## src/rtl/core/assert_macros.svh

```systemverilog
// assertion helpers used by the top-level rtl file
`ifndef ASSERT_MACROS_SVH
`define ASSERT_MACROS_SVH

// check a property on every rising edge while out of reset
`define ASSERT_CLK(label, clk, rstn, prop, msg) \
    label: assert property (@(posedge clk) disable iff (!rstn) (prop)) else $error(msg);

// check a property on every rising edge, reset included
`define ASSERT_ALWAYS(label, clk, prop, msg) \
    label: assert property (@(posedge clk) (prop)) else $error(msg);

`endif

```

## src/rtl/core/sha_pkg.sv

```systemverilog
// ----------------------------------------------------------------------------
// sha_pkg
// Types and constants for the streaming SHA-256 engine.
// ----------------------------------------------------------------------------
`default_nettype none

package sha_pkg;

    localparam int unsigned QUEUE_DEPTH = 4;
    localparam int unsigned QPTR_W      = $clog2(QUEUE_DEPTH);

    typedef struct packed {
        logic       func;
        logic [7:0] data_byte;
    } sha_in_t;

    typedef struct packed {
        logic [31:0] digest_word;
        logic [2:0]  word_index;
        logic        last_word;
    } sha_out_t;

    // command passed from front to back
    typedef enum logic [1:0] {
        CMD_BYTE = 2'd0,
        CMD_LAST = 2'd1
    } cmd_kind_t;

    typedef struct packed {
        cmd_kind_t  kind;
        logic [7:0] data;
    } cmd_t;

    typedef enum logic [2:0] {
        ST_ABSORB = 3'd0,
        ST_ROUNDS = 3'd1,
        ST_FOLD   = 3'd2,
        ST_PAD    = 3'd3,
        ST_EMIT   = 3'd4
    } back_state_t;

    localparam logic [7:0] PAD_BYTE = 8'h80;

    typedef logic [31:0] word_t;

    localparam word_t INIT_HASH [8] = '{
        32'h6a09e667, 32'hbb67ae85, 32'h3c6ef372, 32'ha54ff53a,
        32'h510e527f, 32'h9b05688c, 32'h1f83d9ab, 32'h5be0cd19
    };

    localparam word_t ROUND_K [64] = '{
        32'h428a2f98, 32'h71374491, 32'hb5c0fbcf, 32'he9b5dba5,
        32'h3956c25b, 32'h59f111f1, 32'h923f82a4, 32'hab1c5ed5,
        32'hd807aa98, 32'h12835b01, 32'h243185be, 32'h550c7dc3,
        32'h72be5d74, 32'h80deb1fe, 32'h9bdc06a7, 32'hc19bf174,
        32'he49b69c1, 32'hefbe4786, 32'h0fc19dc6, 32'h240ca1cc,
        32'h2de92c6f, 32'h4a7484aa, 32'h5cb0a9dc, 32'h76f988da,
        32'h983e5152, 32'ha831c66d, 32'hb00327c8, 32'hbf597fc7,
        32'hc6e00bf3, 32'hd5a79147, 32'h06ca6351, 32'h14292967,
        32'h27b70a85, 32'h2e1b2138, 32'h4d2c6dfc, 32'h53380d13,
        32'h650a7354, 32'h766a0abb, 32'h81c2c92e, 32'h92722c85,
        32'ha2bfe8a1, 32'ha81a664b, 32'hc24b8b70, 32'hc76c51a3,
        32'hd192e819, 32'hd6990624, 32'hf40e3585, 32'h106aa070,
        32'h19a4c116, 32'h1e376c08, 32'h2748774c, 32'h34b0bcb5,
        32'h391c0cb3, 32'h4ed8aa4a, 32'h5b9cca4f, 32'h682e6ff3,
        32'h748f82ee, 32'h78a5636f, 32'h84c87814, 32'h8cc70208,
        32'h90befffa, 32'ha4506ceb, 32'hbef9a3f7, 32'hc67178f2
    };

    function automatic word_t rotr(input word_t x, input int unsigned n);
        rotr = (x >> n) | (x << (32 - n));
    endfunction

endpackage

`default_nettype wire

```

## src/rtl/core/sha_front.sv

```systemverilog
// ----------------------------------------------------------------------------
// sha_front
// Accepts items, classifies them and queues commands for the back end.
// ----------------------------------------------------------------------------
`default_nettype none

module sha_front (
    input  wire logic            aclk,
    input  wire logic            aresetn,
    input  wire logic            s_valid,
    output logic                 s_ready,
    input  sha_pkg::sha_in_t     s_data,
    output logic                 cmd_valid,
    input  wire logic            cmd_ready,
    output sha_pkg::cmd_t        cmd_data
);
    import sha_pkg::*;

    cmd_t             queue_mem [QUEUE_DEPTH];
    logic [QPTR_W:0]  wr_ptr_reg, wr_ptr_next;
    logic [QPTR_W:0]  rd_ptr_reg, rd_ptr_next;
    logic             push, pop;
    cmd_t             new_cmd;

    // classify the incoming item
    always_comb begin
        new_cmd.kind = s_data.func ? CMD_LAST : CMD_BYTE;
        new_cmd.data = s_data.data_byte;
    end

    assign s_ready   = (wr_ptr_reg - rd_ptr_reg) != (QPTR_W + 1)'(QUEUE_DEPTH);
    assign cmd_valid = wr_ptr_reg != rd_ptr_reg;
    assign cmd_data  = queue_mem[rd_ptr_reg[QPTR_W-1:0]];
    assign push      = s_valid && s_ready;
    assign pop       = cmd_valid && cmd_ready;

    always_comb begin
        wr_ptr_next = push ? wr_ptr_reg + 1'b1 : wr_ptr_reg;
        rd_ptr_next = pop  ? rd_ptr_reg + 1'b1 : rd_ptr_reg;
    end

    // queue pointers
    always_ff @(posedge aclk) begin
        if (!aresetn) begin
            wr_ptr_reg <= '0;
            rd_ptr_reg <= '0;
        end else begin
            wr_ptr_reg <= wr_ptr_next;
            rd_ptr_reg <= rd_ptr_next;
        end
    end

    // queue storage
    always_ff @(posedge aclk) begin
        if (push) begin
            queue_mem[wr_ptr_reg[QPTR_W-1:0]] <= new_cmd;
        end
    end

endmodule

`default_nettype wire

```

## src/rtl/core/sha_back.sv

```systemverilog
// ----------------------------------------------------------------------------
// sha_back
// Block buffer, padding sequencer, one-round-per-cycle compression and
// digest output register.
// ----------------------------------------------------------------------------
`default_nettype none

module sha_back (
    input  wire logic            aclk,
    input  wire logic            aresetn,
    input  wire logic            cmd_valid,
    output logic                 cmd_ready,
    input  sha_pkg::cmd_t        cmd_data,
    output logic                 m_valid,
    input  wire logic            m_ready,
    output sha_pkg::sha_out_t    m_data
);
    import sha_pkg::*;

    back_state_t  state_reg, state_next;
    word_t        h_reg [8];
    word_t        v_reg [8];
    word_t        w_reg [16];
    logic [5:0]   fill_reg;
    logic [5:0]   round_reg;
    logic [63:0]  bits_reg;
    logic [63:0]  pad_bits_reg;
    logic         finishing_reg;
    logic         len_sent_reg;
    logic         len_blk_reg;
    logic [2:0]   emit_idx_reg;
    logic         out_valid_reg;
    sha_out_t     out_data_reg;

    logic         byte_in;
    logic [7:0]   byte_val;
    logic         take_cmd;
    word_t        w_cur, w_new, s0, s1, t1, t2, big0, big1, ch, maj;
    logic [7:0]   pad_byte;

    // index of the digest word loaded next
    function automatic logic [2:0] next_idx();
        next_idx = out_valid_reg ? emit_idx_reg + 3'd1 : emit_idx_reg;
    endfunction

    assign m_valid = out_valid_reg;
    assign m_data  = out_data_reg;

    // padding byte at the current fill position, length only in its block
    always_comb begin
        if (len_blk_reg && fill_reg >= 6'd56) begin
            pad_byte = pad_bits_reg[63 - 8*(fill_reg[2:0]) -: 8];
        end else begin
            pad_byte = '0;
        end
    end

    // schedule and round logic
    always_comb begin
        w_cur = w_reg[0];
        s0    = rotr(w_reg[1], 7) ^ rotr(w_reg[1], 18) ^ (w_reg[1] >> 3);
        s1    = rotr(w_reg[14], 17) ^ rotr(w_reg[14], 19) ^ (w_reg[14] >> 10);
        w_new = w_reg[0] + s0 + w_reg[9] + s1;
        big1  = rotr(v_reg[4], 6) ^ rotr(v_reg[4], 11) ^ rotr(v_reg[4], 25);
        ch    = (v_reg[4] & v_reg[5]) ^ (~v_reg[4] & v_reg[6]);
        t1    = v_reg[7] + big1 + ch + ROUND_K[round_reg] + w_cur;
        big0  = rotr(v_reg[0], 2) ^ rotr(v_reg[0], 13) ^ rotr(v_reg[0], 22);
        maj   = (v_reg[0] & v_reg[1]) ^ (v_reg[0] & v_reg[2]) ^ (v_reg[1] & v_reg[2]);
        t2    = big0 + maj;
    end

    // sequencer
    always_comb begin
        state_next = state_reg;
        take_cmd   = 1'b0;
        byte_in    = 1'b0;
        byte_val   = cmd_data.data;
        unique case (state_reg)
            ST_ABSORB: begin
                if (cmd_valid) begin
                    take_cmd = 1'b1;
                    if (cmd_data.kind == CMD_BYTE) begin
                        byte_in = 1'b1;
                        if (fill_reg == 6'd63) begin
                            state_next = ST_ROUNDS;
                        end
                    end else begin
                        state_next = ST_PAD;
                    end
                end
            end
            ST_PAD: begin
                byte_in  = 1'b1;
                byte_val = finishing_reg ? pad_byte : PAD_BYTE;
                if (fill_reg == 6'd63) begin
                    state_next = ST_ROUNDS;
                end
            end
            ST_ROUNDS: begin
                if (round_reg == 6'd63) begin
                    state_next = ST_FOLD;
                end
            end
            ST_FOLD: begin
                if (finishing_reg && len_sent_reg) begin
                    state_next = ST_EMIT;
                end else if (finishing_reg) begin
                    state_next = ST_PAD;
                end else begin
                    state_next = ST_ABSORB;
                end
            end
            ST_EMIT: begin
                if (!out_valid_reg || m_ready) begin
                    if (emit_idx_reg == 3'd7 && out_valid_reg) begin
                        state_next = ST_ABSORB;
                    end
                end
            end
            default: state_next = ST_ABSORB;
        endcase
    end

    assign cmd_ready = (state_reg == ST_ABSORB);

    always_ff @(posedge aclk) begin
        if (!aresetn) begin
            state_reg <= ST_ABSORB;
        end else begin
            state_reg <= state_next;
        end
    end

    // datapath and control counters
    always_ff @(posedge aclk) begin
        if (!aresetn) begin
            fill_reg      <= '0;
            round_reg     <= '0;
            bits_reg      <= '0;
            finishing_reg <= 1'b0;
            len_sent_reg  <= 1'b0;
            len_blk_reg   <= 1'b0;
            emit_idx_reg  <= '0;
            out_valid_reg <= 1'b0;
            for (int i = 0; i < 8; i++) begin
                h_reg[i] <= INIT_HASH[i];
            end
        end else begin
            unique case (state_reg)
                ST_ABSORB: begin
                    if (take_cmd && cmd_data.kind == CMD_LAST) begin
                        pad_bits_reg  <= bits_reg;
                        finishing_reg <= 1'b0;
                        len_sent_reg  <= 1'b0;
                        // the length fits behind the 0x80 byte only up to byte 55
                        len_blk_reg   <= (fill_reg <= 6'd55);
                    end
                    if (take_cmd && cmd_data.kind == CMD_BYTE) begin
                        bits_reg <= bits_reg + 64'd8;
                    end
                end
                ST_PAD: begin
                    finishing_reg <= 1'b1;
                    if (fill_reg == 6'd63) begin
                        // length went out with this block, or goes with the next
                        len_sent_reg <= len_blk_reg;
                        len_blk_reg  <= 1'b1;
                    end
                end
                ST_ROUNDS: begin
                    round_reg <= round_reg + 6'd1;
                    for (int i = 0; i < 15; i++) begin
                        w_reg[i] <= w_reg[i+1];
                    end
                    w_reg[15] <= w_new;
                    v_reg[7] <= v_reg[6];
                    v_reg[6] <= v_reg[5];
                    v_reg[5] <= v_reg[4];
                    v_reg[4] <= v_reg[3] + t1;
                    v_reg[3] <= v_reg[2];
                    v_reg[2] <= v_reg[1];
                    v_reg[1] <= v_reg[0];
                    v_reg[0] <= t1 + t2;
                end
                ST_FOLD: begin
                    for (int i = 0; i < 8; i++) begin
                        h_reg[i] <= h_reg[i] + v_reg[i];
                    end
                    emit_idx_reg <= '0;
                end
                ST_EMIT: begin
                    if (!out_valid_reg || m_ready) begin
                        if (out_valid_reg && emit_idx_reg == 3'd7) begin
                            for (int i = 0; i < 8; i++) begin
                                h_reg[i] <= INIT_HASH[i];
                            end
                            out_valid_reg <= 1'b0;
                            bits_reg      <= '0;
                            fill_reg      <= '0;
                            finishing_reg <= 1'b0;
                            len_sent_reg  <= 1'b0;
                        end else begin
                            out_valid_reg <= 1'b1;
                            out_data_reg.digest_word <= h_reg[next_idx()];
                            out_data_reg.word_index  <= next_idx();
                            out_data_reg.last_word   <= (next_idx() == 3'd7);
                            if (out_valid_reg) begin
                                emit_idx_reg <= emit_idx_reg + 3'd1;
                            end
                        end
                    end
                end
                default: ;
            endcase
            // byte into the block buffer, shifted in as schedule words
            if (byte_in) begin
                w_reg[fill_reg[5:2]] <= {w_reg[fill_reg[5:2]][23:0], byte_val};
                fill_reg <= fill_reg + 6'd1;
                if (fill_reg == 6'd63) begin
                    round_reg <= '0;
                    for (int i = 0; i < 8; i++) begin
                        v_reg[i] <= h_reg[i];
                    end
                end
            end
        end
    end

endmodule

`default_nettype wire

```

## src/rtl/core/sha256_stream_hash_top.sv

```systemverilog
// ----------------------------------------------------------------------------
// sha256_stream_hash_top
// Streaming SHA-256 engine: byte items in, eight digest words out.
// ----------------------------------------------------------------------------
//  channel | dir | payload                             | handshake
//  s_      | in  | func, data_byte                     | s_valid / s_ready
//  m_      | out | digest_word, word_index, last_word  | m_valid / m_ready
//
//  data bytes fill the block buffer; the 64th byte of a block starts the
//  one-round-per-cycle compression loop, followed by the fold.
//  a finish item pads the message, running one or two compressions,
//  then loads and outputs eight digest words, each held by m_ready.
//  a four-entry command queue keeps taking items while the back end
//  compresses, until it is full. reset is synchronous, active low.
`default_nettype none
`include "assert_macros.svh"

module sha256_stream_hash_top (
    input  wire logic          aclk,
    input  wire logic          aresetn,
    input  wire logic          s_valid,
    output logic               s_ready,
    input  sha_pkg::sha_in_t   s_data,
    output logic               m_valid,
    input  wire logic          m_ready,
    output sha_pkg::sha_out_t  m_data
);
    import sha_pkg::*;

    logic cmd_valid, cmd_ready;
    cmd_t cmd_data;

    sha_front u_front (
        .aclk(aclk), .aresetn(aresetn),
        .s_valid(s_valid), .s_ready(s_ready), .s_data(s_data),
        .cmd_valid(cmd_valid), .cmd_ready(cmd_ready), .cmd_data(cmd_data)
    );

    sha_back u_back (
        .aclk(aclk), .aresetn(aresetn),
        .cmd_valid(cmd_valid), .cmd_ready(cmd_ready), .cmd_data(cmd_data),
        .m_valid(m_valid), .m_ready(m_ready), .m_data(m_data)
    );

    // helpers for the output checks
    logic last_ok, word_taken;
    assign last_ok    = m_data.last_word == (m_data.word_index == 3'd7);
    assign word_taken = m_valid && m_ready && !m_data.last_word;

    `ASSERT_CLK(a_last_idx, aclk, aresetn, !m_valid || last_ok, "last flag mismatch")
    `ASSERT_CLK(a_idx_step, aclk, aresetn, word_taken |=> m_valid, "digest words not contiguous")
    `ASSERT_ALWAYS(a_rst_idle, aclk, !aresetn |=> !m_valid, "output valid after reset")

endmodule

`default_nettype wire

```

## config.mk

```make
export PLATFORM = sky130hd
export DESIGN_NAME = sha256_stream_hash_top
export DESIGN_NICKNAME = d
export VERILOG_FILES = /design/src/rtl/core/sha_pkg.sv /design/src/rtl/core/sha_front.sv /design/src/rtl/core/sha_back.sv /design/src/rtl/core/sha256_stream_hash_top.sv
export VERILOG_INCLUDE_DIRS = /design/src /design/src/rtl/core
export SDC_FILE = /design/constraint.sdc
export NUM_CORES = 2
export LEC_CHECK = 0
export BUFFER_PORTS_ARGS = -buffer_cell sky130_fd_sc_hd__buf_2
export CELL_PAD_IN_SITES_DETAIL_PLACEMENT = 0
export CELL_PAD_IN_SITES_GLOBAL_PLACEMENT = 1
export CORE_MARGIN = 8
export CORE_UTILIZATION = 47
export DETAILED_ROUTE_END_ITERATION = 10
export PLACE_DENSITY_LB_ADDON = 0.1
export SLEW_MARGIN = 10
export SYNTH_ARGS = -nofsm -noshare
export SYNTH_HDL_FRONTEND = slang
export SYNTH_SLANG_ARGS = --single-unit
```

## constraint.sdc

```tcl
create_clock -name aclk -period 7.6 [get_ports aclk]
set_input_delay 1.14 -clock aclk [delete_from_list [all_inputs] [get_ports aclk]]
set_output_delay 1.14 -clock aclk [all_outputs]
set_load 0.03 [all_outputs]
```

==> flow_metrics.env <==
export IMPL_status="finished with violations"
export IMPL_violations="negative setup slack"
export IMPL_place_gp_congestion=0.983
export IMPL_design_core_area_sq_um=174000
export IMPL_stdcell_count=11231
export IMPL_cts_buffer_depth=3
export IMPL_r2r_end="u_back.v_reg[0][28]"
export IMPL_worstSetupPathType="flip-flop to flip-flop"
export IMPL_grt_antenna_before_repair=5
export IMPL_min_delay_start="u_back.bits_reg[63]"
export IMPL_grt_pass1_vias=64855
export IMPL_rsz0062_at_grt="true"
export IMPL_largest_register_ffs=512
export IMPL_place_area_sq_um=88300
export IMPL_post_dp_hpwl_um=228000
export IMPL_holdPathStages=0
export IMPL_wirelength_um=310000
export IMPL_vias=66983
export IMPL_synth_cell_types=97
export IMPL_cp_startpoint="u_back.round_reg[1]"
export IMPL_synth_edf_count=1029
export IMPL_r2r_start="u_back.round_reg[1]"
export IMPL_synth_async_reset_ratio=0
export IMPL_hp_class="flip-flop to flip-flop"
export IMPL_timing_hold_violations_final=0
export IMPL_die_w_um=434
export IMPL_syn_to_final_growth_pct=14.6
export IMPL_slowest_delay_ns=0.58
export IMPL_layout_min_cycle_time_ns=7.97
export IMPL_path_clk_slew_ns=0.06
export IMPL_grt_max_degree=111
export IMPL_cts_sinks=1252
export IMPL_dp_slack_ns=-0.647
export IMPL_yosys_most_used_dff="edfxtp_1"
export IMPL_grt_overflow=0
export IMPL_cts_htree_levels=4
export IMPL_row_count=153
export IMPL_ys_warn_count=0
export IMPL_min_to="u_back.pad_bits_reg[63]"
export IMPL_max_cap_violations=0
export IMPL_grt_usage=0.321
export IMPL_r2r_cells=34
export IMPL_worst_slack_ns=-0.365
export IMPL_dieArea_sq_um=189000
export IMPL_final_nets=9394
export IMPL_clk_latency_ns=0.83
export IMPL_design_area_sq_um=94300
export IMPL_cts_tree="yes"
export IMPL_crit_path_end_kind="flip-flop"
export IMPL_ant_nets=0
export IMPL_fmax_mhz=126
export IMPL_placedCellCount=10933
export IMPL_netlist_top_cells_area="edfxtp_1 (38%), nand2_1 (9.7%), ha_1 (6.1%), dfxtp_1 (5.4%), fa_1 (4.7%)"
export IMPL_grt_pass1_wl_um=450000
export IMPL_cpMaxStageDelayCell="or4_4"
export IMPL_root_buffer="clkbuf_16"
export IMPL_avgSynthCellArea_sq_um=9.70
export IMPL_cp_start_kind="flip-flop"
export IMPL_skew_ns=0.0404
export IMPL_drive_gt1_frac=0.158
export IMPL_yosys_area_top_type="edfxtp_1"
export IMPL_crit_arrival_ns=8.50
export IMPL_syn_area_sq_um=82300
export IMPL_dr_pass1_iters=8
export IMPL_io_pins=51
export IMPL_die_h_um=434
export IMPL_fin_crit_sh=1.05
export IMPL_path_common_cell="buf_4"
export IMPL_cp_max_fo=5
export IMPL_slew_headroom=0.216
export IMPL_critPathTopFamily="adder cells"
export IMPL_ys_ff_latch=1252
export IMPL_required_ns=8.14
export IMPL_synth_top_area_frac=0.376
export IMPL_yosysSeqAreaShare=0.430
export IMPL_cts_made_buffers=148
export IMPL_io_buffers=50
export IMPL_r2r_setup_slack_ns=-0.37
export IMPL_path_buf_inv=9
export IMPL_synth_cells=8480
export IMPL_finalMaxSlewViolations=0
export IMPL_setup_viol=16
export IMPL_route_detailed_drc=0
export IMPL_wire_per_inst_um=27.6
export IMPL_drt_iter0_drc=6346
export IMPL_vias_per_cell=5.96
export IMPL_tightestPinTransition_ns=1.18
export IMPL_start_util=0.473
export IMPL_synth_fp_nets=9092
## worst max-delay path by stage
stage | to | slack [ns] | cells after the start
finish | u_back.v_reg[0][28] | -0.37 | 34
detailed placement | u_back.v_reg[0][29] | -0.65 | 37
floorplan | u_back.v_reg[0][29] | -0.14 | 37
global placement | u_back.v_reg[0][29] | -0.63 | 37
global route | u_back.v_reg[0][28] | -0.60 | 34
CTS | u_back.v_reg[4][31] | -0.28 | 38
## layer usage
| layer | vias up | wire length (um) | global-route usage |
|---|---|---|---|
| li1 | 30492 | - | - |
| met1 | 33226 | 124000 | 0.407 |
| met5 | - | 32 | 0 |
| met3 | 676 | 19500 | 0.0488 |
| met4 | 4 | 18300 | 0.158 |
| met2 | 2585 | 148000 | 0.538 |
## cell usage after synthesis (66+ instances only)
library cell / n
xor2_1: 228
edfxtp_1: 1029
fa_1: 195
nor3_1: 79
inv_1: 288
o21ai_0: 495
clkbuf_1: 398
nand2b_1: 66
nor2_1: 395
a21o_1: 179
a21oi_1: 455
nand3_1: 278
dfxtp_1: 223
xnor2_1: 398
mux2_2: 178
ha_1: 404
mux4_2: 147
nand2_1: 2117
## what timing repair did
item                                    in CTS  in global routing
hold buffers                                 0                  0
pin swaps                                   54                 76
endpoints found under the setup margin      25                 34
setup buffers                               14                 18
resized for setup                           66                132
## layout make-up
type,instances,area [sq um]
fill,15858,79500
multi-input combinational,6467,45200
sequential,1252,35400
timing repair buffer,623,4770
clock buffer,190,4010
tap,2325,2910
inverter,290,1100
clock inverter,79,906
antenna,5,12.5
## cells by family (layout without fill, tap and decap cells)
group,Yosys count,in the layout,synth area share
muxes,368,368,0.0698
buffers and inverters,761,1182,0.0354
DFF,1252,1252,0.430
xor gates and xnor gates,626,626,0.0666
other,0,5,0
adders and majority gates,626,626,0.112
AOI/OAI and AO/OA,1634,1634,0.122
and+or+nand+nor,3213,3213,0.164
## worst register-to-register path: cells and delay by family (launching register included)
kind | cells | cell delay, ns
adders and majority gates | 7 | 2.70
AOI/OAI and AO/OA | 11 | 1.82
buffers and inverters | 9 | 1.05
and+or+nand+nor | 4 | 0.90
muxes | 1 | 0.51
DFF | 1 | 0.36
xor gates and xnor gates | 2 | 0.33
## cell usage in the layout (no fill, tap or decap), types with 29 or more instances in the layout
master,instances
and3_1,57
clkbuf_16,149
o21bai_1,62
or3_1,31
nor2b_1,59
buf_2,50
a31oi_1,49
nand4_1,30
inv_1,282
a21oi_1,426
edfxtp_1,1029
o21ai_0,454
nor2_1,375
nand3_1,272
nand2b_1,64
mux4_2,147
o21ai_1,44
o21a_1,49
a21o_1,179
ha_1,384
buf_4,547
nand2_1,2092
dfxtp_1,214
nor3_1,76
and2_1,29
xor2_1,223
xnor2_1,383
a211oi_1,45
mux2_2,178
mux2i_1,41
o211ai_1,62
fa_1,191
## metrics by stage
step / hold WS (ns) / util / setup TNS [ns]
after global placement: 0.442 / 0.508 / -6.95
after floorplan: 0.428 / - / -0.292
after CTS: 0.459 / 0.538 / -3.18
final: 0.464 / 0.542 / -3.40
after global routing: 0.468 / 0.542 / -9.06
after detailed placement: 0.455 / 0.508 / -8.94
Power is not shown: default switching activity piles up to over one toggle a cycle in this logic, so the estimate is an artifact.
